**src/ttsc_pkg.sv**
```systemverilog
// ----------------------------------------------------------------------------
// ttsc_pkg: shared types and constants of the text terminal screen controller
// Character codes, command kinds and the command record that runs from the
// front end through the command queue to the back end.
// ----------------------------------------------------------------------------
package ttsc_pkg;

  // Character codes
  localparam logic [6:0] SPACE_CODE   = 7'd32;   // also the case bit
  localparam logic [6:0] LOWER_FIRST  = 7'd96;
  localparam logic [6:0] DEL_CODE     = 7'd127;
  localparam logic [6:0] CODE_BS      = 7'd8;
  localparam logic [6:0] CODE_LF      = 7'd10;
  localparam logic [6:0] CODE_VT      = 7'd11;
  localparam logic [6:0] CODE_CR      = 7'd13;
  localparam logic [6:0] CODE_CAN     = 7'd24;
  localparam logic [6:0] CODE_EM      = 7'd25;
  localparam logic [6:0] CODE_SUB     = 7'd26;
  localparam logic [6:0] CODE_FS      = 7'd28;
  localparam logic [6:0] CODE_GS      = 7'd29;
  localparam logic [6:0] CODE_RS      = 7'd30;
  localparam logic [6:0] CODE_US      = 7'd31;

  // Row the home-down code moves to, clamped to the store
  localparam logic [5:0] HOME_DOWN_ROW = 6'd24;

  // Request operation codes
  localparam logic OP_RECEIVE = 1'b0;
  localparam logic OP_READ    = 1'b1;

  // Command kinds for the back end
  typedef logic [1:0] cmd_kind_t;
  localparam cmd_kind_t CMD_NONE  = 2'd0;  // cursor only, maybe scroll
  localparam cmd_kind_t CMD_PUT   = 2'd1;  // store one code, maybe scroll
  localparam cmd_kind_t CMD_READ  = 2'd2;  // read one in-range cell
  localparam cmd_kind_t CMD_ERASE = 2'd3;  // fill spaces from a cell on

  typedef struct packed {
    cmd_kind_t  kind;
    logic       scroll;     // scroll up one row after the store write
    logic       erase_all;  // erase to end of screen, else end of row
    logic [6:0] code;       // code to store
    logic [4:0] row;        // target cell row
    logic [6:0] col;        // target cell column
    logic [6:0] cur_col;    // cursor after the request
    logic [4:0] cur_row;
  } cmd_t;

endpackage

```
**src/ttsc_queue.sv**
```systemverilog
// ----------------------------------------------------------------------------
// ttsc_queue: command queue between front and back end
// Four-entry FIFO of decoded commands.
// ----------------------------------------------------------------------------
module ttsc_queue (
  input  logic            clk,
  input  logic            rst,
  input  logic            push_valid,
  output logic            push_ready,
  input  ttsc_pkg::cmd_t  push_data,
  output logic            pop_valid,
  input  logic            pop_ready,
  output ttsc_pkg::cmd_t  pop_data
);

  localparam int DEPTH = 4;
  localparam int PW    = $clog2(DEPTH);

  ttsc_pkg::cmd_t entries [DEPTH];
  logic [PW-1:0]  wr_ptr;
  logic [PW-1:0]  rd_ptr;
  logic [PW:0]    count;
  logic           do_push;
  logic           do_pop;

  assign push_ready = count != (PW + 1)'(DEPTH);
  assign pop_valid  = count != '0;
  assign pop_data   = entries[rd_ptr];
  assign do_push    = push_valid && push_ready;
  assign do_pop     = pop_valid && pop_ready;

  // Storage
  always_ff @(posedge clk) begin
    if (do_push) entries[wr_ptr] <= push_data;
  end

  // Pointers and fill count
  always_ff @(posedge clk) begin
    if (rst) begin
      wr_ptr <= '0;
      rd_ptr <= '0;
      count  <= '0;
    end else begin
      if (do_push) wr_ptr <= wr_ptr + PW'(1);
      if (do_pop)  rd_ptr <= rd_ptr + PW'(1);
      if (do_push && !do_pop)      count <= count + (PW + 1)'(1);
      else if (do_pop && !do_push) count <= count - (PW + 1)'(1);
    end
  end

endmodule

```
**config.mk**
```make
export PLATFORM = sky130hd
export DESIGN_NAME = ttsc_queue
export DESIGN_NICKNAME = d
export VERILOG_FILES = /design/src/ttsc_pkg.sv /design/src/ttsc_queue.sv
export SDC_FILE = /design/constraint.sdc
export NUM_CORES = 1
export LEC_CHECK = 0
export ABC_CLOCK_PERIOD_IN_PS = 2250
export BUFFER_PORTS_ARGS = -buffer_cell sky130_fd_sc_hd__buf_2
export CAP_MARGIN = 30
export CORE_MARGIN = 1
export CORE_UTILIZATION = 50
export CTS_CLUSTER_SIZE = 12
export DETAILED_ROUTE_END_ITERATION = 6
export HOLD_SLACK_MARGIN = 0.02
export MAX_ROUTING_LAYER = met4
export PLACE_DENSITY = 0.75
export SYNTH_ARGS = -nofsm -noshare
export SYNTH_HDL_FRONTEND = slang
export SYNTH_SLANG_ARGS = --single-unit
```
**constraint.sdc**
```tcl
create_clock -name clk -period 2.25 [get_ports clk]
set_input_delay 0.5625 -clock clk [delete_from_list [all_inputs] [get_ports clk]]
set_output_delay 0.5625 -clock clk [all_outputs]
set_load 0.1 [all_outputs]
```
Word level (Yosys, flattened, before mapping)
Memory sizes are Yosys's and may differ from the RTL's. A register that Yosys moved wholly into a read port is not among the register bits.
Cells that the tools add are included.
{"block": "totals", "register_bits": 7, "ram_bits": 140, "wordCells": 23, "n_memories": 1}
{"block": "op_classes", "n_addsub": 4, "eq_ne": 1, "n_mux": 6, "reduce_logical": 8}
{"memory": "entries", "depth": 4, "width": 35, "rd": 1, "rd_ports_with_merged_regs": 1, "write_ports": 1, "line": "ttsc_queue.sv:19", "source": "ttsc_pkg::cmd_t entries [DEPTH];"}
{"op": "3-bit two-way mux", "count": 2}
{"op": "2-bit by 1-bit adder with 2-bit output, second input constant", "count": 2}
{"op": "1-bit logical AND", "count": 4}
{"op": "2-bit two-way mux", "count": 2}
{"op": "3-bit by 1-bit adder with 3-bit output, second input constant", "count": 1}
{"op": "3-bit != test, second input constant", "count": 1}
{"op": "3-bit nonzero test", "count": 1}
{"op": "3-bit by 1-bit subtractor with 3-bit output, second input constant", "count": 1}
{"op": "1-bit logical NOT", "count": 2}
{"op": "1-bit two-way mux", "count": 2}
{"op": "2-bit nonzero test", "count": 1}

Logic depth before layout (Yosys ltp)
{"block": "depth", "depth_word": 6, "ltp_mapped": 8, "depth_no_buf": 8}

Worst setup path after synthesis
No wires, ideal clock.
{"block": "synth_timing", "kind": "input to register", "startpoint": "input port push_valid", "endpoint": "memory entries[2][0] (netlist name) (enable)", "setup_ns": 0.395, "arrival_ns": 1.725, "required_time_ns": 1.855, "setup_slack_ns": 0.130, "path_stages": 2, "path_buffers": 0, "path_cell_list": "a21boi_2 -> and2_1"}
{"block": "synth_between", "elab_chain_len": 3}
{"element": "start: declaration", "line": "ttsc_queue.sv:8", "source": "input logic push_valid,"}
{"element": "1-bit logical AND", "line": "ttsc_queue.sv:29", "source": "assign do_push = push_valid && push_ready;"}
{"element": "1-bit two-way mux", "line": "ttsc_queue.sv:34", "source": "if (do_push) entries[wr_ptr] <= push_data;"}
{"element": "1-bit two-way mux (implied by the code)", "line": "ttsc_queue.sv:34"}
{"element": "end: declaration", "line": "ttsc_queue.sv:19"}
Every way passes these cells.

==> reports/qor.csv <==
metric,value,unit
status,"complete, but fails checks",
failing checks,setup timing,
"delay-heaviest family, CP",multiplexers,
skew final,0.006085,ns
"top cells by area, synth","edfxtp_1 76%, mux4_2 12%, dfxtp_1 3.2%, mux4_1 2.4%, ha_1 1.1%",
Die X,107.5,um
via count,2624,
Slowest cell on crit path,mux4_2,
number of buffers added on ports,75,
GP Congestion,0.6875,
top-count cell post-synth,edfxtp_1,
CP required,1.69,ns
Syn-to-layout area delta,30.16,%
CP Max Fanout,8,
Synth Instances,231,
final hold viol count,0,
CTS tree,built,
first-pass GRT wire length,14410,um
Levels on crit path,4,
sequential fraction of the synthesis area,78.74,%
via density per instance,5.366,
total routed wirelength,9424,um
Vert. Die Dim,107.5,um
Residual DRC,0,
vias in the first global route,2681,
CP Cell Sequence,"buf_12, buf_12, mux4_2, buf_8",
gr ovfl total,0,
Worst Hold Class,in2reg,
pin count of the biggest net entering global routing,27,
DIE AREA,11560,um2
Starting Density,51.36,%
Final setup viols,35,
CTS H-tree depth,4,
Total Nets Final,380,
Worst-path clk slew,0.07,ns
synthesis-stage register bit count,149,
critical path data arrival time,1.90,ns
Critical Path Start Type,flip-flop,
# fillers,721,
setup slack at placement,0.09261,ns
per-cell routed wire length,19.27,um
grt peak-use layer,met2,
Iteration-0 DRC Markers,106,
clock buffer depth,2,
Relative slew margins,64.66,%
1st-pass router iterations,5,
top-area cell type share of the netlist area,75.51,%
setup ws final,-0.2174,ns
Yosys warnings,0,
I/O pin count,76,
reg2reg path depth,8,
hold-critical path depth,1,
area of the core,10840,um2
Critical R2R Launch,count[0],
total track usage,18.35,%
"slowest stage delay, CP",0.55,ns
initial antenna violation count,1,
synth cell count leaders,"140 x edfxtp_1, 30 x mux4_2, 9 x dfxtp_1",
met2 usage,28.02,%
WS Path Type,reg2out,
met1 Use GR,23.06,%
syn_nets,276,
Clock Root Buffer,clkbuf_8,
fraction of registers with async set/reset,0,%
share of layout cells above drive strength 1,48.85,%
HPWL Detailed,5580,um
max cap viols,0,
Clock Latency Late Sink,0.51,ns
Post-DRT Antenna Nets,0,
"Primary FF master, synth",edfxtp_1,
worst hold path startpoint,push_data[28],
RSZ-0062 raised after global routing,yes,
Synth area leader,edfxtp_1,
hold endpoint,entries[2][28],
Max Slew Vio Count,0,
period utilization,109.7,%
clock tree sinks,149,
"Avg Cell Area, Syn",24.10,um2
Final Core Density,66.85,%
Setup crit end kind,output port,
"EDFF count, synth",140,
fmax,0.4053,GHz
worst r2r dst,count[2],
Final min period,2.467,ns
global routing met3 resource utilization,6.538,%
Critical Path Most Common Cell,buf_12,
setup TNS,-5.721,ns
Mapped Area,5568,um2
CTS buffer count,17,
reg2reg setup slack,0.22,ns
Site Rows,38,
Synth cell types,25,
measured slew at the worst slew-check pin,0.5235,ns
"Buf+Inv Stages, Crit Path",3,
[cell type report]
type | instances | area, um2 | share of cell area [%]
Antenna cell | 1 | 2.502 | 0.03453
Clock buffer | 17 | 414.1 | 5.715
Timing Repair Buffer | 94 | 1032 | 14.24
Tap cell | 140 | 175.2 | 2.417
Inverter | 3 | 11.26 | 0.1554
Multi-Input combinational cell | 70 | 1077 | 14.87
Clock inverter | 15 | 142.6 | 1.968
Sequential cell | 149 | 4392 | 60.60
[repair_timing]
action | CTS | global route
resized for setup | 50 | 12
endpoints found under the setup margin | 35 | 36
hold buffers | 0 | 0
buffers inserted | 0 | 2
cloned | 1 | 1
[kinds of logic after synthesis]
logic type | Yosys count | share of synthesized area [%]
flops | 149 | 78.74
mux | 38 | 15.06
simple gates | 17 | 1.505
buf+inv | 12 | 1.910
fa+ha+maj | 6 | 1.483
compound gates | 5 | 0.6740
xor+xnor | 4 | 0.6291
[per-stage QoR]
step | instances | hold slack (ns) | cell area [um2]
finish | 489 | 0.2610 | 7247
global route | 489 | 0.2375 | 7247
CTS | 485 | 0.2353 | 7159
detailed placement | 452 | 0.5135 | 6441
global placement | 452 | 0.4970 | 6441
floorplan | 231 | 0.4820 | 5568
[state kept, by name (all words and copies together) (netlist names), named ones only]
register / flops
count: 3
entries: 140
wr_ptr: 2
rd_ptr: 2
[how the worst max path moves through the flow]
| stage | startpoint | end |
|---|---|---|
| detailed placement | pop_ready | count[2] |
| floorplan | push_valid | entries[2][0] |
| CTS | flip-flop | pop_data[34] |
| global route | flip-flop | pop_data[29] |
| finish | flip-flop | pop_data[29] |
| global placement | pop_ready | count[2] |
[worst reg2reg max path: cells and delay by family, from the launching register on]
family / cells / cell delay [ns]
fa+ha+maj: 2 / 0.59
flops: 1 / 0.42
simple gates: 2 / 0.40
compound gates: 2 / 0.31
xor+xnor: 1 / 0.18
buf+inv: 1 / 0.07
[per-layer routing]
metal / up-vias / part of all wire, %
met5: - / 0
met4: 0 / 0.69
met3: 4 / 5.6
met2: 81 / 51
met1: 1359 / 43
li1: 1180 / -
[cell usage in the layout, fill, tap and decap left out, types with 2 or more instances in the layout]
cell type | netlist | routed
and2_2 | 0 | 4
buf_12 | 3 | 23
buf_2 | 3 | 40
buf_4 | 0 | 8
buf_6 | 1 | 15
buf_8 | 0 | 6
clkbuf_16 | 0 | 17
clkinv_1 | 0 | 2
clkinv_4 | 0 | 3
clkinvlp_4 | 0 | 2
dfxtp_1 | 9 | 5
dfxtp_2 | 0 | 3
edfxtp_1 | 140 | 140
ha_1 | 5 | 5
inv_1 | 3 | 3
inv_6 | 0 | 6
mux2i_1 | 2 | 2
mux4_2 | 30 | 35
nand2b_1 | 2 | 2
nor2_1 | 8 | 8
or3_1 | 2 | 2
xor2_1 | 4 | 4
Power is left out: the tool's default activity adds up to more than one toggle a clock period on the data nets, which glitch-free logic cannot reach.
