[config.mk]
export PLATFORM = sky130hd
export DESIGN_NAME = ttsc_front_flat
export DESIGN_NICKNAME = d
export VERILOG_FILES = /design/src/ttsc_pkg.sv /design/src/ttsc_in_if.sv /design/src/ttsc_front.sv /design/src/flat_wrapper.sv
export SDC_FILE = /design/constraint.sdc
export NUM_CORES = 1
export LEC_CHECK = 0
export BUFFER_PORTS_ARGS = -buffer_cell sky130_fd_sc_hd__buf_2
export CAP_MARGIN = 25
export CORE_UTILIZATION = 38
export DETAILED_ROUTE_END_ITERATION = 10
export SETUP_SLACK_MARGIN = 0.4
export SLEW_MARGIN = 0
export SYNTH_ARGS = -nofsm -noshare
export SYNTH_HDL_FRONTEND = slang
export SYNTH_SLANG_ARGS = --single-unit
[constraint.sdc]
create_clock -name clk -period 3.18 [get_ports clk]
set_input_delay 0.318 -clock clk [delete_from_list [all_inputs] [get_ports clk]]
set_output_delay 0.318 -clock clk [all_outputs]
set_load 0.005 [all_outputs]
[src/ttsc_pkg.sv]
// ----------------------------------------------------------------------------
// ttsc_pkg: shared types and constants of the text terminal screen controller
// Character codes, command kinds and the command record that runs from the
// front end through the command queue to the back end.
// ----------------------------------------------------------------------------
package ttsc_pkg;

  // Character codes
  localparam logic [6:0] SPACE_CODE   = 7'd32;   // also the case bit
  localparam logic [6:0] LOWER_FIRST  = 7'd96;
  localparam logic [6:0] DEL_CODE     = 7'd127;
  localparam logic [6:0] CODE_BS      = 7'd8;
  localparam logic [6:0] CODE_LF      = 7'd10;
  localparam logic [6:0] CODE_VT      = 7'd11;
  localparam logic [6:0] CODE_CR      = 7'd13;
  localparam logic [6:0] CODE_CAN     = 7'd24;
  localparam logic [6:0] CODE_EM      = 7'd25;
  localparam logic [6:0] CODE_SUB     = 7'd26;
  localparam logic [6:0] CODE_FS      = 7'd28;
  localparam logic [6:0] CODE_GS      = 7'd29;
  localparam logic [6:0] CODE_RS      = 7'd30;
  localparam logic [6:0] CODE_US      = 7'd31;

  // Row the home-down code moves to, clamped to the store
  localparam logic [5:0] HOME_DOWN_ROW = 6'd24;

  // Request operation codes
  localparam logic OP_RECEIVE = 1'b0;
  localparam logic OP_READ    = 1'b1;

  // Command kinds for the back end
  typedef logic [1:0] cmd_kind_t;
  localparam cmd_kind_t CMD_NONE  = 2'd0;  // cursor only, maybe scroll
  localparam cmd_kind_t CMD_PUT   = 2'd1;  // store one code, maybe scroll
  localparam cmd_kind_t CMD_READ  = 2'd2;  // read one in-range cell
  localparam cmd_kind_t CMD_ERASE = 2'd3;  // fill spaces from a cell on

  typedef struct packed {
    cmd_kind_t  kind;
    logic       scroll;     // scroll up one row after the store write
    logic       erase_all;  // erase to end of screen, else end of row
    logic [6:0] code;       // code to store
    logic [4:0] row;        // target cell row
    logic [6:0] col;        // target cell column
    logic [6:0] cur_col;    // cursor after the request
    logic [4:0] cur_row;
  } cmd_t;

endpackage

[src/ttsc_in_if.sv]
// ----------------------------------------------------------------------------
// ttsc_in_if: request channel of the screen controller
// Valid/ready handshake carrying one receive or read request.
// ----------------------------------------------------------------------------
interface ttsc_in_if;
  logic       valid;
  logic       ready;
  logic       operation;
  logic [6:0] char_code;
  logic [4:0] read_row;
  logic [6:0] read_col;

  modport source (output valid, output operation, output char_code,
                  output read_row, output read_col, input ready);
  modport sink   (input valid, input operation, input char_code,
                  input read_row, input read_col, output ready);
endinterface

[src/ttsc_front.sv]
// ----------------------------------------------------------------------------
// ttsc_front: request decoder and cursor tracker
// Classifies each request, moves the cursor and pushes one command for
// the back end into the command queue.
// ----------------------------------------------------------------------------
module ttsc_front #(
  parameter int COLUMNS = 72,
  parameter int ROWS    = 25
) (
  input  logic            clk,
  input  logic            rst,
  ttsc_in_if.sink         cmd,
  input  logic            clearing,
  output logic            push_valid,
  input  logic            push_ready,
  output ttsc_pkg::cmd_t  push_data
);

  localparam logic [7:0] COL_LIMIT = 8'(COLUMNS);
  localparam logic [5:0] ROW_LIMIT = 6'(ROWS);
  localparam logic [5:0] LAST_ROW  = 6'(ROWS - 1);

  logic [6:0] cur_col;
  logic [4:0] cur_row;
  logic [7:0] col_next;
  logic [5:0] row_next;
  logic       line_feed;
  logic [6:0] folded;

  // Requests wait while the store is being cleared after reset
  assign cmd.ready  = push_ready && !clearing;
  assign push_valid = cmd.valid && !clearing;

  assign folded = (cmd.char_code >= ttsc_pkg::LOWER_FIRST &&
                   cmd.char_code != ttsc_pkg::DEL_CODE)
                  ? (cmd.char_code & ~ttsc_pkg::SPACE_CODE) : cmd.char_code;

  // Decode and cursor update
  always_comb begin
    col_next            = {1'b0, cur_col};
    row_next            = {1'b0, cur_row};
    line_feed           = 1'b0;
    push_data.kind      = ttsc_pkg::CMD_NONE;
    push_data.scroll    = 1'b0;
    push_data.erase_all = 1'b0;
    push_data.code      = folded;
    push_data.row       = cur_row;
    push_data.col       = cur_col;

    if (cmd.operation == ttsc_pkg::OP_READ) begin
      push_data.row = cmd.read_row;
      push_data.col = cmd.read_col;
      if ({1'b0, cmd.read_row} < ROW_LIMIT && {1'b0, cmd.read_col} < COL_LIMIT) begin
        push_data.kind = ttsc_pkg::CMD_READ;
      end
    end else if (cmd.char_code >= ttsc_pkg::SPACE_CODE) begin
      if (cmd.char_code != ttsc_pkg::DEL_CODE) begin
        push_data.kind = ttsc_pkg::CMD_PUT;
        col_next       = col_next + 8'd1;
      end
    end else begin
      case (cmd.char_code)
        ttsc_pkg::CODE_LF:  line_feed = 1'b1;
        ttsc_pkg::CODE_VT:  row_next  = row_next + 6'd1;
        ttsc_pkg::CODE_CR:  col_next  = 8'd0;
        ttsc_pkg::CODE_CAN: col_next  = col_next + 8'd1;
        ttsc_pkg::CODE_BS,
        ttsc_pkg::CODE_EM: begin
          if (col_next != 8'd0) col_next = col_next - 8'd1;
        end
        ttsc_pkg::CODE_SUB: begin
          if (row_next != 6'd0) row_next = row_next - 6'd1;
        end
        ttsc_pkg::CODE_FS: begin
          col_next = 8'd0;
          row_next = ttsc_pkg::HOME_DOWN_ROW;
        end
        ttsc_pkg::CODE_GS: begin
          col_next = 8'd0;
          row_next = 6'd0;
        end
        ttsc_pkg::CODE_RS: push_data.kind = ttsc_pkg::CMD_ERASE;
        ttsc_pkg::CODE_US: begin
          push_data.kind      = ttsc_pkg::CMD_ERASE;
          push_data.erase_all = 1'b1;
        end
        default: ;
      endcase
    end

    // Column overflow wraps with a line feed
    if (col_next >= COL_LIMIT) begin
      col_next  = 8'd0;
      line_feed = 1'b1;
    end
    // Line feed past the bottom row scrolls
    if (line_feed) begin
      if (row_next + 6'd1 >= ROW_LIMIT) begin
        push_data.scroll = 1'b1;
        row_next         = LAST_ROW;
      end else begin
        row_next = row_next + 6'd1;
      end
    end
    if (row_next >= ROW_LIMIT) row_next = LAST_ROW;

    push_data.cur_col = col_next[6:0];
    push_data.cur_row = row_next[4:0];
  end

  // Cursor registers
  always_ff @(posedge clk) begin
    if (rst) begin
      cur_col <= 7'd0;
      cur_row <= 5'd0;
    end else if (cmd.valid && cmd.ready) begin
      cur_col <= push_data.cur_col;
      cur_row <= push_data.cur_row;
    end
  end

endmodule

[src/flat_wrapper.sv]
// flat-port wrapper written by rule: the top's interface ports become plain ports
module ttsc_front_flat 
#(
  parameter int COLUMNS = 72,
  parameter int ROWS    = 25
)
  (clk, rst, clearing, push_valid, push_ready, push_data, cmd_valid, cmd_operation, cmd_char_code, cmd_read_row, cmd_read_col, cmd_ready);
  ttsc_in_if cmd_i ();
  input  logic clk;
  input  logic rst;
  input  logic clearing;
  output logic push_valid;
  input  logic push_ready;
  output ttsc_pkg::cmd_t push_data;
  input wire logic [$bits(cmd_i.valid)-1:0] cmd_valid;
  input wire logic [$bits(cmd_i.operation)-1:0] cmd_operation;
  input wire logic [$bits(cmd_i.char_code)-1:0] cmd_char_code;
  input wire logic [$bits(cmd_i.read_row)-1:0] cmd_read_row;
  input wire logic [$bits(cmd_i.read_col)-1:0] cmd_read_col;
  output wire logic [$bits(cmd_i.ready)-1:0] cmd_ready;
  assign cmd_i.valid = cmd_valid;
  assign cmd_i.operation = cmd_operation;
  assign cmd_i.char_code = cmd_char_code;
  assign cmd_i.read_row = cmd_read_row;
  assign cmd_i.read_col = cmd_read_col;
  assign cmd_ready = cmd_i.ready;
  ttsc_front #(.COLUMNS(COLUMNS), .ROWS(ROWS)) u_core (.clk(clk), .rst(rst), .cmd(cmd_i), .clearing(clearing), .push_valid(push_valid), .push_ready(push_ready), .push_data(push_data));
endmodule
# Yosys cells after proc, flatten, opt, wreduce, memory -nomap -nowiden
# Index checks and enable logic that the tools add are counted.
# word_totals
regBits,12
inputBits,25
out_inout_bits,37
wordCells,66
# classes
addsub,5
n_lt_le_gt_ge,7
n_eq_ne,12
muxes,29
n_reduce_logical,11
# ops
op,n
"equality test 7 x 5 -> 1 bit, second input constant",7
2-to-1 mux 6 bit,6
2-to-1 mux 8 bit,4
"equality test 7 x 4 -> 1 bit, second input constant",4
case mux 6 bit (4 select lines),1
case mux 8 bit (3 select lines),1
"greater-or-equal comparator 6 x 5 -> 1 bit, second input constant",2
2-to-1 mux 12 bit,1
2-to-1 mux 1 bit,10
"adder 7 x 1 -> 8 bit, second input constant",1
"greater-or-equal comparator 8 x 7 -> 1 bit, second input constant",1
2-to-1 mux 2 bit,4
"subtractor 7 x 1 -> 8 bit, second input constant",1
"greater-or-equal comparator 7 x 6 -> 1 bit, second input constant",1
"greater-or-equal comparator 7 bit, second input constant",1
"< comparator 7 bit, second input constant",1
2-to-1 mux 7 bit,1
"inequality test 7 bit, second input constant",1
nonzero test 7 bit,1
"adder 5 x 1 -> 6 bit, second input constant",1
"adder 6 x 1 -> 6 bit, second input constant",1
"subtractor 5 x 1 -> 6 bit, second input constant",1
logical AND 1 bit,5
"< comparator 5 bit, second input constant",1
5 further kinds,6

# Logic depth before layout (Yosys ltp)
# Gate-level depths: netlist of run 1.
# logic_depth
word_depth,11
ltp_mapped,13
mapped_depth_nobuf,13

# Worst setup path before layout of run 1
# No wires, ideal clock.
# synth_path
path_type,flip-flop to output port
from,register u_core.cur_row[0]
to,output push_data[1] (netlist bit)
t_arrival_ps,2859
path_slack_ps,3
path_stages_with_launch,14
path_buffers,0
cell_sequence,dfxtp_1 -> inv_1 -> ha_1 -> nor4b_2 -> nand3b_1 -> a211oi_1 -> a21oi_4 -> inv_1 -> ha_1 -> nand2_1 -> or4_1 -> and3_4 -> a31oi_1 -> nor2_1
# synth_rtl
element,line_no,text
from (decl),ttsc_front.sv:24,logic [4:0] cur_row;
from (signal assigned),ttsc_front.sv:118,cur_row <= push_data.cur_row;
to (decl),flat_wrapper.sv:14,output ttsc_pkg::cmd_t push_data;

==> out/results.ini, run 1 <==
[synth]
synth_common_cells = nand2_1, nor2_1, a21oi_1, o21ai_0, nand3_1
synth_area_mm2 = 0.00230
yosysTopAreaCell = dfxtp_1
yosysMostFrequentCell = nand2_1
ys.flop_type = dfxtp_1
async_flop_share_pct = 0
synth_area_leaders = dfxtp_1, nand2_1, a21oi_1
yosys.cell_types.count = 77
synth_edf_count = 0
netlist.area_leader.share_pct = 10.4
ys_seq_elements = 12
avgSynthCellArea_um2 = 6.98
syn-num-nets = 362
yosysWarnings = 0
ys_seq_area_share_pct = 10.4
syn_inst = 330

[worst_setup_path]
startpoint = u_core.cur_col[0]
crit_fanout = 6
reg2reg_slack_ns = 0.04
path_class = reg2out
critical_path_buf_inv_count = 5
cp_slowest_cell = a2111o_1
crit_path_max_incr_delay_ns = 0.44
cp-end-kind = output port
reg2reg_from = u_core.cur_col[0]
r2r_cells = 15
critPathLaunchType = register
cp_common_cell = buf_6
path_delay_family = compound AO/OA/AOI/OAI gates
critPathArrivalTime_ns = 3.10
crit_end = push_data[1]
reg2reg_to = u_core.cur_row[2]
crit_chain = inv_4, ha_4, nor2b_4, a2111o_1, buf_6, buf_6, o211ai_4, a2111oi_4, o21ba_4, o211ai_1, buf_4, nor4_4, a221oi_2, nor2_1, buf_2
worst_ep_required_time_ns = 2.86
crit_cells = 15

[power_and_ir_drop]
p_clk_share_pct = 26.7
powerDensity_mw_per_mm2 = 137
pwr-share-comb_pct = 43.8
peakVddDrop_mv = 0.179
p_switching_mw = 0.178
p_int_mw = 0.342
swShare_pct = 34.2
pwr-share-seq_pct = 29.5
p_leak_nw = 1.63

[clock_network]
cts_buffers = 3
cts.sinks = 12
cts_tree = done
clockBufferDepth = 2
cts_max_level = 1
clk_pin_slew_ns = 0.05
cts_hold_buf = 0
clk_latency_ns = 0.24
cts_root_buf = clkbuf_8

[detailed_routing]
finalWirelength_um = 8970
vias = 3193
drt_first_iter_violations = 283
dr.pass1.iters = 5
drc = 0
wl_per_cell_um = 16.4
vias_per_cell = 5.83
antenna_left = 0

[min_path]
hp-class = in2reg

[grt]
grt_util_met1_pct = 37.6
grt_most_used_layer = met2
grt_max_degree = 31
grt_overflow = 0
grt_pass1_vias = 2858
grt_pass1_wl_um = 13700
use_met3_pct = 1.26
gr-usage-all-layers_pct = 27.1
use_met2_pct = 45.3
antenna_found_initial = 0

[job]
cap_viol_max_count = 0

[floorplan]
num_rows = 27
dieArea_mm2 = 0.00638
initial_core_util_pct = 40.6
chipHeight_um = 79.9
core-area_mm2 = 0.00568
die_w_um = 79.9
io-pin-count = 62

[cells_and_area]
final_cell_area_mm2 = 0.00380
fin_util_pct = 66.9
syn_to_final_growth_pct = 64.9
finalNetCount = 510
drive_above_1_share_pct = 53.8
antennaDiodeCount = 0

[timing]
timing.final.ws_setup_ns = -0.235
worst_pin_slew_ns = 0.498
fin_skew_ns = 0.00283
fmax_mhz = 293
relSlewSlack_pct = 66.0
rsz0062_at_grt = yes
min_period_over_period_pct = 107
hold_viol = 0
fin_crit_ns = 3.41
finalSetupTns_ns = -0.938
setup_viol = 7
hold_ws_ns = 0.440
drv_slew = 0

[status]
violations = negative setup slack
status = complete, but fails checks

[placement]
hpwl_um = 6330
place.gp.congestion = 0.943
placed_area_mm2 = 0.00318
io_buffers = 61

-- flip-flops by register name (all words and copies together), names as in the netlist --
| name | count |
|---|---|
| u_core.cur_col | 7 |
| u_core.cur_row | 5 |
-- logic make-up after synthesis --
logic type | share of synthesized area (%)
AO/OA/AOI/OAI | 33.6
multiplexers | 5.60
flip-flops | 10.4
buffers and inverters | 8.15
XOR/XNOR | 2.28
AND/OR/NAND/NOR | 36.1
adder cells (fa/ha/maj) | 3.80
-- what timing repair did --
item | in CTS | in global routing
setup buffers | 22 | 11
gates resized for setup | 33 | 35
setup endpoints to repair | 21 | 25
pin swaps | 31 | 29
gates cloned | 1 | 0
-- layer usage --
metal,part of all wire [%],vias to the layer above
met4,1.5,0
li1,-,1537
met5,0,-
met2,46,159
met3,7.2,13
met1,45,1484
-- power groups by stage --
stage | clock [mW] | sequential, mW | combinational (mW)
after floorplan | 0 | 0.156 | 0.108
after global placement | 0 | 0.157 | 0.196
after detailed placement | 0 | 0.157 | 0.198
after CTS | 0.138 | 0.154 | 0.211
after global routing | 0.147 | 0.153 | 0.246
final | 0.139 | 0.153 | 0.228
-- stage by stage --
stage | setup slack [ns] | total power, mW | instances
floorplan | 0.223 | 0.264 | 330
global route | -0.350 | 0.546 | 548
global placement | -0.0320 | 0.353 | 511
detailed placement | -0.0741 | 0.354 | 511
finish | -0.235 | 0.520 | 548
CTS | -0.198 | 0.503 | 537
-- cell usage in the layout, fill, tap and decap left out, types with 6 or more instances in the layout --
| cell | netlist | layout |
|---|---|---|
| nor2_1 | 29 | 27 |
| nand2b_1 | 7 | 7 |
| mux2_2 | 7 | 7 |
| o21ai_0 | 15 | 14 |
| a21oi_1 | 23 | 18 |
| buf_4 | 6 | 100 |
| nand2_1 | 38 | 37 |
| nor3_1 | 9 | 6 |
| buf_6 | 3 | 8 |
| buf_2 | 3 | 60 |
| nand3_1 | 14 | 13 |
-- worst register-to-register path, stage by stage, from the launching register on --
cell and delay (ns):
dfxtp_4 0.36, inv_4 0.04, ha_4 0.15, nor2b_4 0.12, a2111o_1 0.44, buf_4 0.19, o31ai_4 0.24, a31oi_2 0.14
a211o_1 0.31, o211a_4 0.18, o211ai_1 0.17, buf_4 0.16, nand2_1 0.11, buf_4 0.16, buf_6 0.11, o31ai_2 0.20
-- area by class of cell --
class                      count  area (um2)
timing repair buffer         168        1140
tap                           72        90.1
multi-input combinational    282        2220
fill                         473        1880
sequential                    12         258
inverter                      11        51.3
clock buffer                   3        41.3
-- worst min-delay path by stage --
stage / cells past startpoint / start / slack (ns) / end
after floorplan: 2 / u_core.cur_col[1] / 0.47 / u_core.cur_col[1]
after global placement: 2 / u_core.cur_col[3] / 0.53 / u_core.cur_col[3]
after detailed placement: 2 / u_core.cur_col[3] / 0.54 / u_core.cur_col[3]
after CTS: 2 / rst / 0.39 / u_core.cur_col[0]
after global routing: 2 / rst / 0.45 / u_core.cur_col[6]
final: 2 / rst / 0.44 / u_core.cur_col[6]
No activity file was read; power rests on OpenSTA's default activity.
==> run 2, diff against run 1 <==
- GPL_TIMING_DRIVEN: default -> 0
==> out/results.ini, run 2 (synthesis results as in run 1) <==
[power_and_ir_drop]
pwr-share-seq_pct = 27.7
swShare_pct = 33.7
p_clk_share_pct = 30.3
p_switching_mw = 0.185
powerDensity_mw_per_mm2 = 146
p_int_mw = 0.364
power.total_mw = 0.549
pwr-share-comb_pct = 42.1
peakVddDrop_mv = 0.284
p_leak_nw = 1.51

[cells_and_area]
largest_register_ffs = 7
top_register = u_core.cur_col
syn_to_final_growth_pct = 63.8
layout.cells.most_common_list = buf_4, buf_2, nand2_1
top_regs = u_core.cur_col x7, u_core.cur_row x5
antennaDiodeCount = 0
finalNetCount = 486
nFillCells = 469
drive_above_1_share_pct = 52.8
mostFrequentLayoutCell = buf_4

[timing]
fmax_mhz = 293
min_period_over_period_pct = 107
fin_crit_ns = 3.41
rsz0062_at_grt = yes
setup_viol = 7
relSlewSlack_pct = 57.7
hold_viol = 0
timing.final.ws_setup_ns = -0.234
drv_slew = 0
hold_ws_ns = 0.450
fin_skew_ns = 0.00441
finalSetupTns_ns = -1.07
worst_pin_slew_ns = 0.634

[min_path]
hold-path-endpoint = u_core.cur_row[1]
hold_start = rst
whs_path_depth = 3
hp-class = in2reg

[worst_setup_path]
path_class = reg2out
crit_path_max_incr_delay_ns = 0.48
path_delay_family = simple AND/OR/NAND/NOR gates
crit_fanout = 4
crit_chain = inv_4, ha_4, nor4b_4, nand3b_1, buf_4, or3b_4, a31oi_4, nor2_4, or4_4, and3_4, a21oi_2, nor2_1, buf_2
cp-end-kind = output port
critical_path_buf_inv_count = 3
cp_slowest_cell = or4_4
critPathArrivalTime_ns = 3.10
reg2reg_to = u_core.cur_row[2]
reg2reg_slack_ns = -0.13
startpoint = u_core.cur_row[0]
r2r_cells = 16
critPathLaunchType = register
worst_ep_required_time_ns = 2.86
reg2reg_from = u_core.cur_col[0]

[clock_network]
cts_tree = done
cts.sinks = 12
cts_root_buf = clkbuf_8
cts_hold_buf = 0
clockBufferDepth = 2
cts_buffers = 3
clk_latency_ns = 0.24
cts_max_level = 1
clk_pin_slew_ns = 0.06

[detailed_routing]
drc = 0
wl_per_cell_um = 17.6
vias_per_cell = 6.02
drt_first_iter_violations = 309
dr.pass1.iters = 5
antenna_left = 0
vias = 3158
finalWirelength_um = 9260

[job]
cap_viol_max_count = 0

[placement]
hpwl_um = 5780
place.gp.congestion = 0.876
io_buffers = 59

[grt]
grt_pass1_wl_um = 13500
grt_most_used_layer = met2
use_met2_pct = 44.9
gr-usage-all-layers_pct = 26.5
use_met3_pct = 1.37
grt_overflow = 0
grt_max_degree = 11
grt_pass1_vias = 2824
grt_util_met1_pct = 36.7
antenna_found_initial = 0

[status]
status = complete, but fails checks
violations = negative setup slack

[floorplan]
num_rows = 27
initial_core_util_pct = 40.6
core-area_mm2 = 0.00568
dieArea_mm2 = 0.00638
io-pin-count = 62
chipHeight_um = 79.9
die_w_um = 79.9

[run 2: cell count changes in the layout (fill, tap and decap cells not counted), moves of 4 or more]
cell      delta
buf_4       -40
buf_6        +7
clkbuf_1     +6
buf_2        -5
nand3_1      -4
[run 2: how the worst max path moves through the flow]
| stage | to | slack [ns] | cells past startpoint |
|---|---|---|---|
| after floorplan | push_data[1] | 0.22 | 12 |
| after global placement | push_data[1] | -0.47 | 12 |
| after detailed placement | push_data[1] | -0.46 | 12 |
| after CTS | push_data[2] | -0.12 | 13 |
| after global routing | push_data[2] | -0.35 | 13 |
| final | push_data[0] | -0.23 | 13 |
[run 2: power groups by stage]
stage               clock (mW)  combinational, mW  sequential, mW
floorplan                    0              0.108           0.156
global placement             0              0.174           0.156
detailed placement           0              0.174           0.157
CTS                      0.166              0.202           0.151
global route             0.176              0.248           0.152
finish                   0.166              0.231           0.152
[run 2: layout make-up]
type	count	area, um2	area share (%)
multi-input cells	281	2320	61.6
repair buffers	119	802	21.3
flip-flops and latches	12	259	6.87
plain buffers	26	190	5.04
well taps	72	90.1	2.39
clock buffers	4	55.1	1.46
inverters	11	51.3	1.36
[run 2: metrics by stage]
stage          setup slack, ns  util (%)  area (um2)  instances
2_1_floorplan            0.223         -        2370        330
3_3_place_gp            -0.475      48.6        2760        461
3_5_place_dp            -0.458      48.6        2760        461
4_1_cts                 -0.119      60.4        3430        506
5_1_grt                 -0.354      66.5        3770        525
6_report                -0.234      66.5        3770        525
[run 2: worst min-delay path: cells and delay by family]
family                 cells  cell delay (ns)
AOI/OAI and AO/OA          1             0.07
buffers and inverters      1             0.11
and+or+nand+nor            1             0.15
[run 2: repair_timing]
action / CTS / global route
cloned: 1 / 0
hold endpoints to repair: 0 / 0
setup endpoints to repair: 21 / 25
pin swaps: 31 / 35
gates resized for setup: 69 / 54
setup buffers: 40 / 19
[run 2: metal layers]
metal	wire [um]	share of wire, %	up-vias
met5	0	0	-
met4	182	2.0	0
met3	607	6.6	18
met2	4370	47	171
met1	4100	44	1484
li1	-	-	1485
==> run 3, diff against run 2 <==
- CTS_BUF_LIST: default -> sky130_fd_sc_hd__clkbuf_16
- GPL_ROUTABILITY_DRIVEN: default -> 0
==> out/results.ini, run 3 (synthesis results as in run 1) <==
[status]
status = complete, but fails checks
violations = negative setup slack

[clock_network]
clk_latency_ns = 0.25
clockBufferDepth = 2
cts_max_level = 1
cts.sinks = 12
clk_pin_slew_ns = 0.05
cts_buffers = 3
cts_root_buf = clkbuf_16
cts_hold_buf = 0
cts_tree = done

[detailed_routing]
finalWirelength_um = 9420
drt_first_iter_violations = 276
drt-met1-wl_um = 3990
wl_met3_um = 730
antenna_left = 0
dr.pass1.iters = 6
vias = 3180
wl_met2_um = 4490
wl_per_cell_um = 17.9
drc = 0
vias_per_cell = 6.05
top_layer = met4

[worst_setup_path]
worst_ep_required_time_ns = 2.86
crit_cells = 12
crit_end = push_data[1]
crit_chain = buf_6, or4_1, nor4_1, o21a_1, a2111oi_2, or2_2, o211a_4, o211ai_1, buf_4, a221oi_4, nor2_1, buf_2
path_delay_family = simple AND/OR/NAND/NOR gates
r2r_cells = 15
crit_fanout = 6
reg2reg_from = u_core.cur_col[4]
reg2reg_to = u_core.cur_row[2]
critPathArrivalTime_ns = 3.23
crit_path_max_incr_delay_ns = 0.53
critical_path_buf_inv_count = 3
cp_slowest_cell = or4_1
path_class = reg2out
cp-end-kind = output port
reg2reg_slack_ns = -0.29
startpoint = u_core.cur_col[4]
critPathLaunchType = register

[job]
cap_viol_max_count = 0

[floorplan]
dieArea_mm2 = 0.00638
io-pin-count = 62
num_rows = 27
chipHeight_um = 79.9
die_w_um = 79.9
initial_core_util_pct = 40.6
core-area_mm2 = 0.00568

[timing]
fin_crit_ns = 3.55
drv_slew = 0
setup_viol = 13
timing.final.ws_setup_ns = -0.367
finalSetupTns_ns = -1.92
fmax_mhz = 282
hold_viol = 0
relSlewSlack_pct = 54.8
worst_pin_slew_ns = 0.661
rsz0062_at_grt = yes
fin_skew_ns = 0.00540
min_period_over_period_pct = 112

[cells_and_area]
mostFrequentLayoutCell = buf_4
fin_util_pct = 67.0
syn_to_final_growth_pct = 65.2
drive_above_1_share_pct = 52.2
top_regs = u_core.cur_col x7, u_core.cur_row x5
antennaDiodeCount = 0
top_register = u_core.cur_col
finalNetCount = 487
largest_register_ffs = 7
layout.cells.most_common_list = buf_4, buf_2, nand2_1
nFillCells = 451

[placement]
hpwl_um = 5780
io_buffers = 59

[grt]
gr-usage-all-layers_pct = 27.1
grt_max_degree = 11
grt_pass1_wl_um = 13600
grt_overflow = 0
grt_pass1_vias = 2826
antenna_found_initial = 0

[power_and_ir_drop]
powerDensity_mw_per_mm2 = 164
p_leak_nw = 1.54
peakVddDrop_mv = 0.207

[min_path]
hp-class = in2reg
hold_start = rst

run 3: changes by cell type in the layout (fill, tap and decap cells not counted), sizes merged:
cell	before	now
buf	132	133
clkbuf	17	16
clkinv	0	1
run 3: cell type report:
class | count | area [um2] | area share, %
tap | 72 | 90.1 | 2.37
timing repair buffer | 120 | 828 | 21.8
clock inverter | 1 | 3.75 | 0.0987
clock buffer | 3 | 75.1 | 1.97
multi-input combinational | 281 | 2310 | 60.7
buffer | 26 | 186 | 4.90
inverter | 11 | 51.3 | 1.35
sequential | 12 | 259 | 6.81
run 3: what timing repair did:
item	CTS	global route
pin swaps	29	40
cloned	1	0
setup endpoints to repair	21	25
gates resized for setup	65	59
setup buffers	40	20
run 3: routing by layer:
metal  vias to the layer above  GRT usage [%]
li1                       1487              -
met1                      1492           36.5
met2                       181           44.6
met3                        20           1.71
met4                         0           10.5
met5                         -              0
run 3: worst min path at each step:
| stage | depth (start not counted) | endpoint |
|---|---|---|
| after floorplan | 2 | u_core.cur_col[1] |
| after global placement | 2 | u_core.cur_col[0] |
| after detailed placement | 2 | u_core.cur_col[0] |
| after CTS | 3 | u_core.cur_row[0] |
| after global routing | 3 | u_core.cur_row[1] |
| final | 3 | u_core.cur_row[1] |
run 3: power by group:
part           internal (mW)  switching, mW  leakage [nW]
Clock                  0.166         0.0692        0.0385
Sequential             0.150        0.00225         0.102
Combinational          0.108          0.126          1.40
run 3: worst min-delay path: stages:
cell,delay [ns]
buf_2,0.11
or3_1,0.12
o31ai_2,0.07
run 3: metrics by stage:
| stage | hold WS, ns | instance area (um2) | power, mW | cells | worst slack, ns |
|---|---|---|---|---|---|
| 6_report | 0.420 | 3800 | 0.622 | 526 | -0.367 |
| 5_1_grt | 0.426 | 3800 | 0.647 | 526 | -0.463 |
| 4_1_cts | 0.392 | 3450 | 0.591 | 506 | -0.124 |
| 3_5_place_dp | 0.507 | 2760 | 0.331 | 461 | -0.458 |
| 3_3_place_gp | 0.504 | 2760 | 0.330 | 461 | -0.475 |
| 2_1_floorplan | 0.474 | 2370 | 0.264 | 330 | 0.223 |
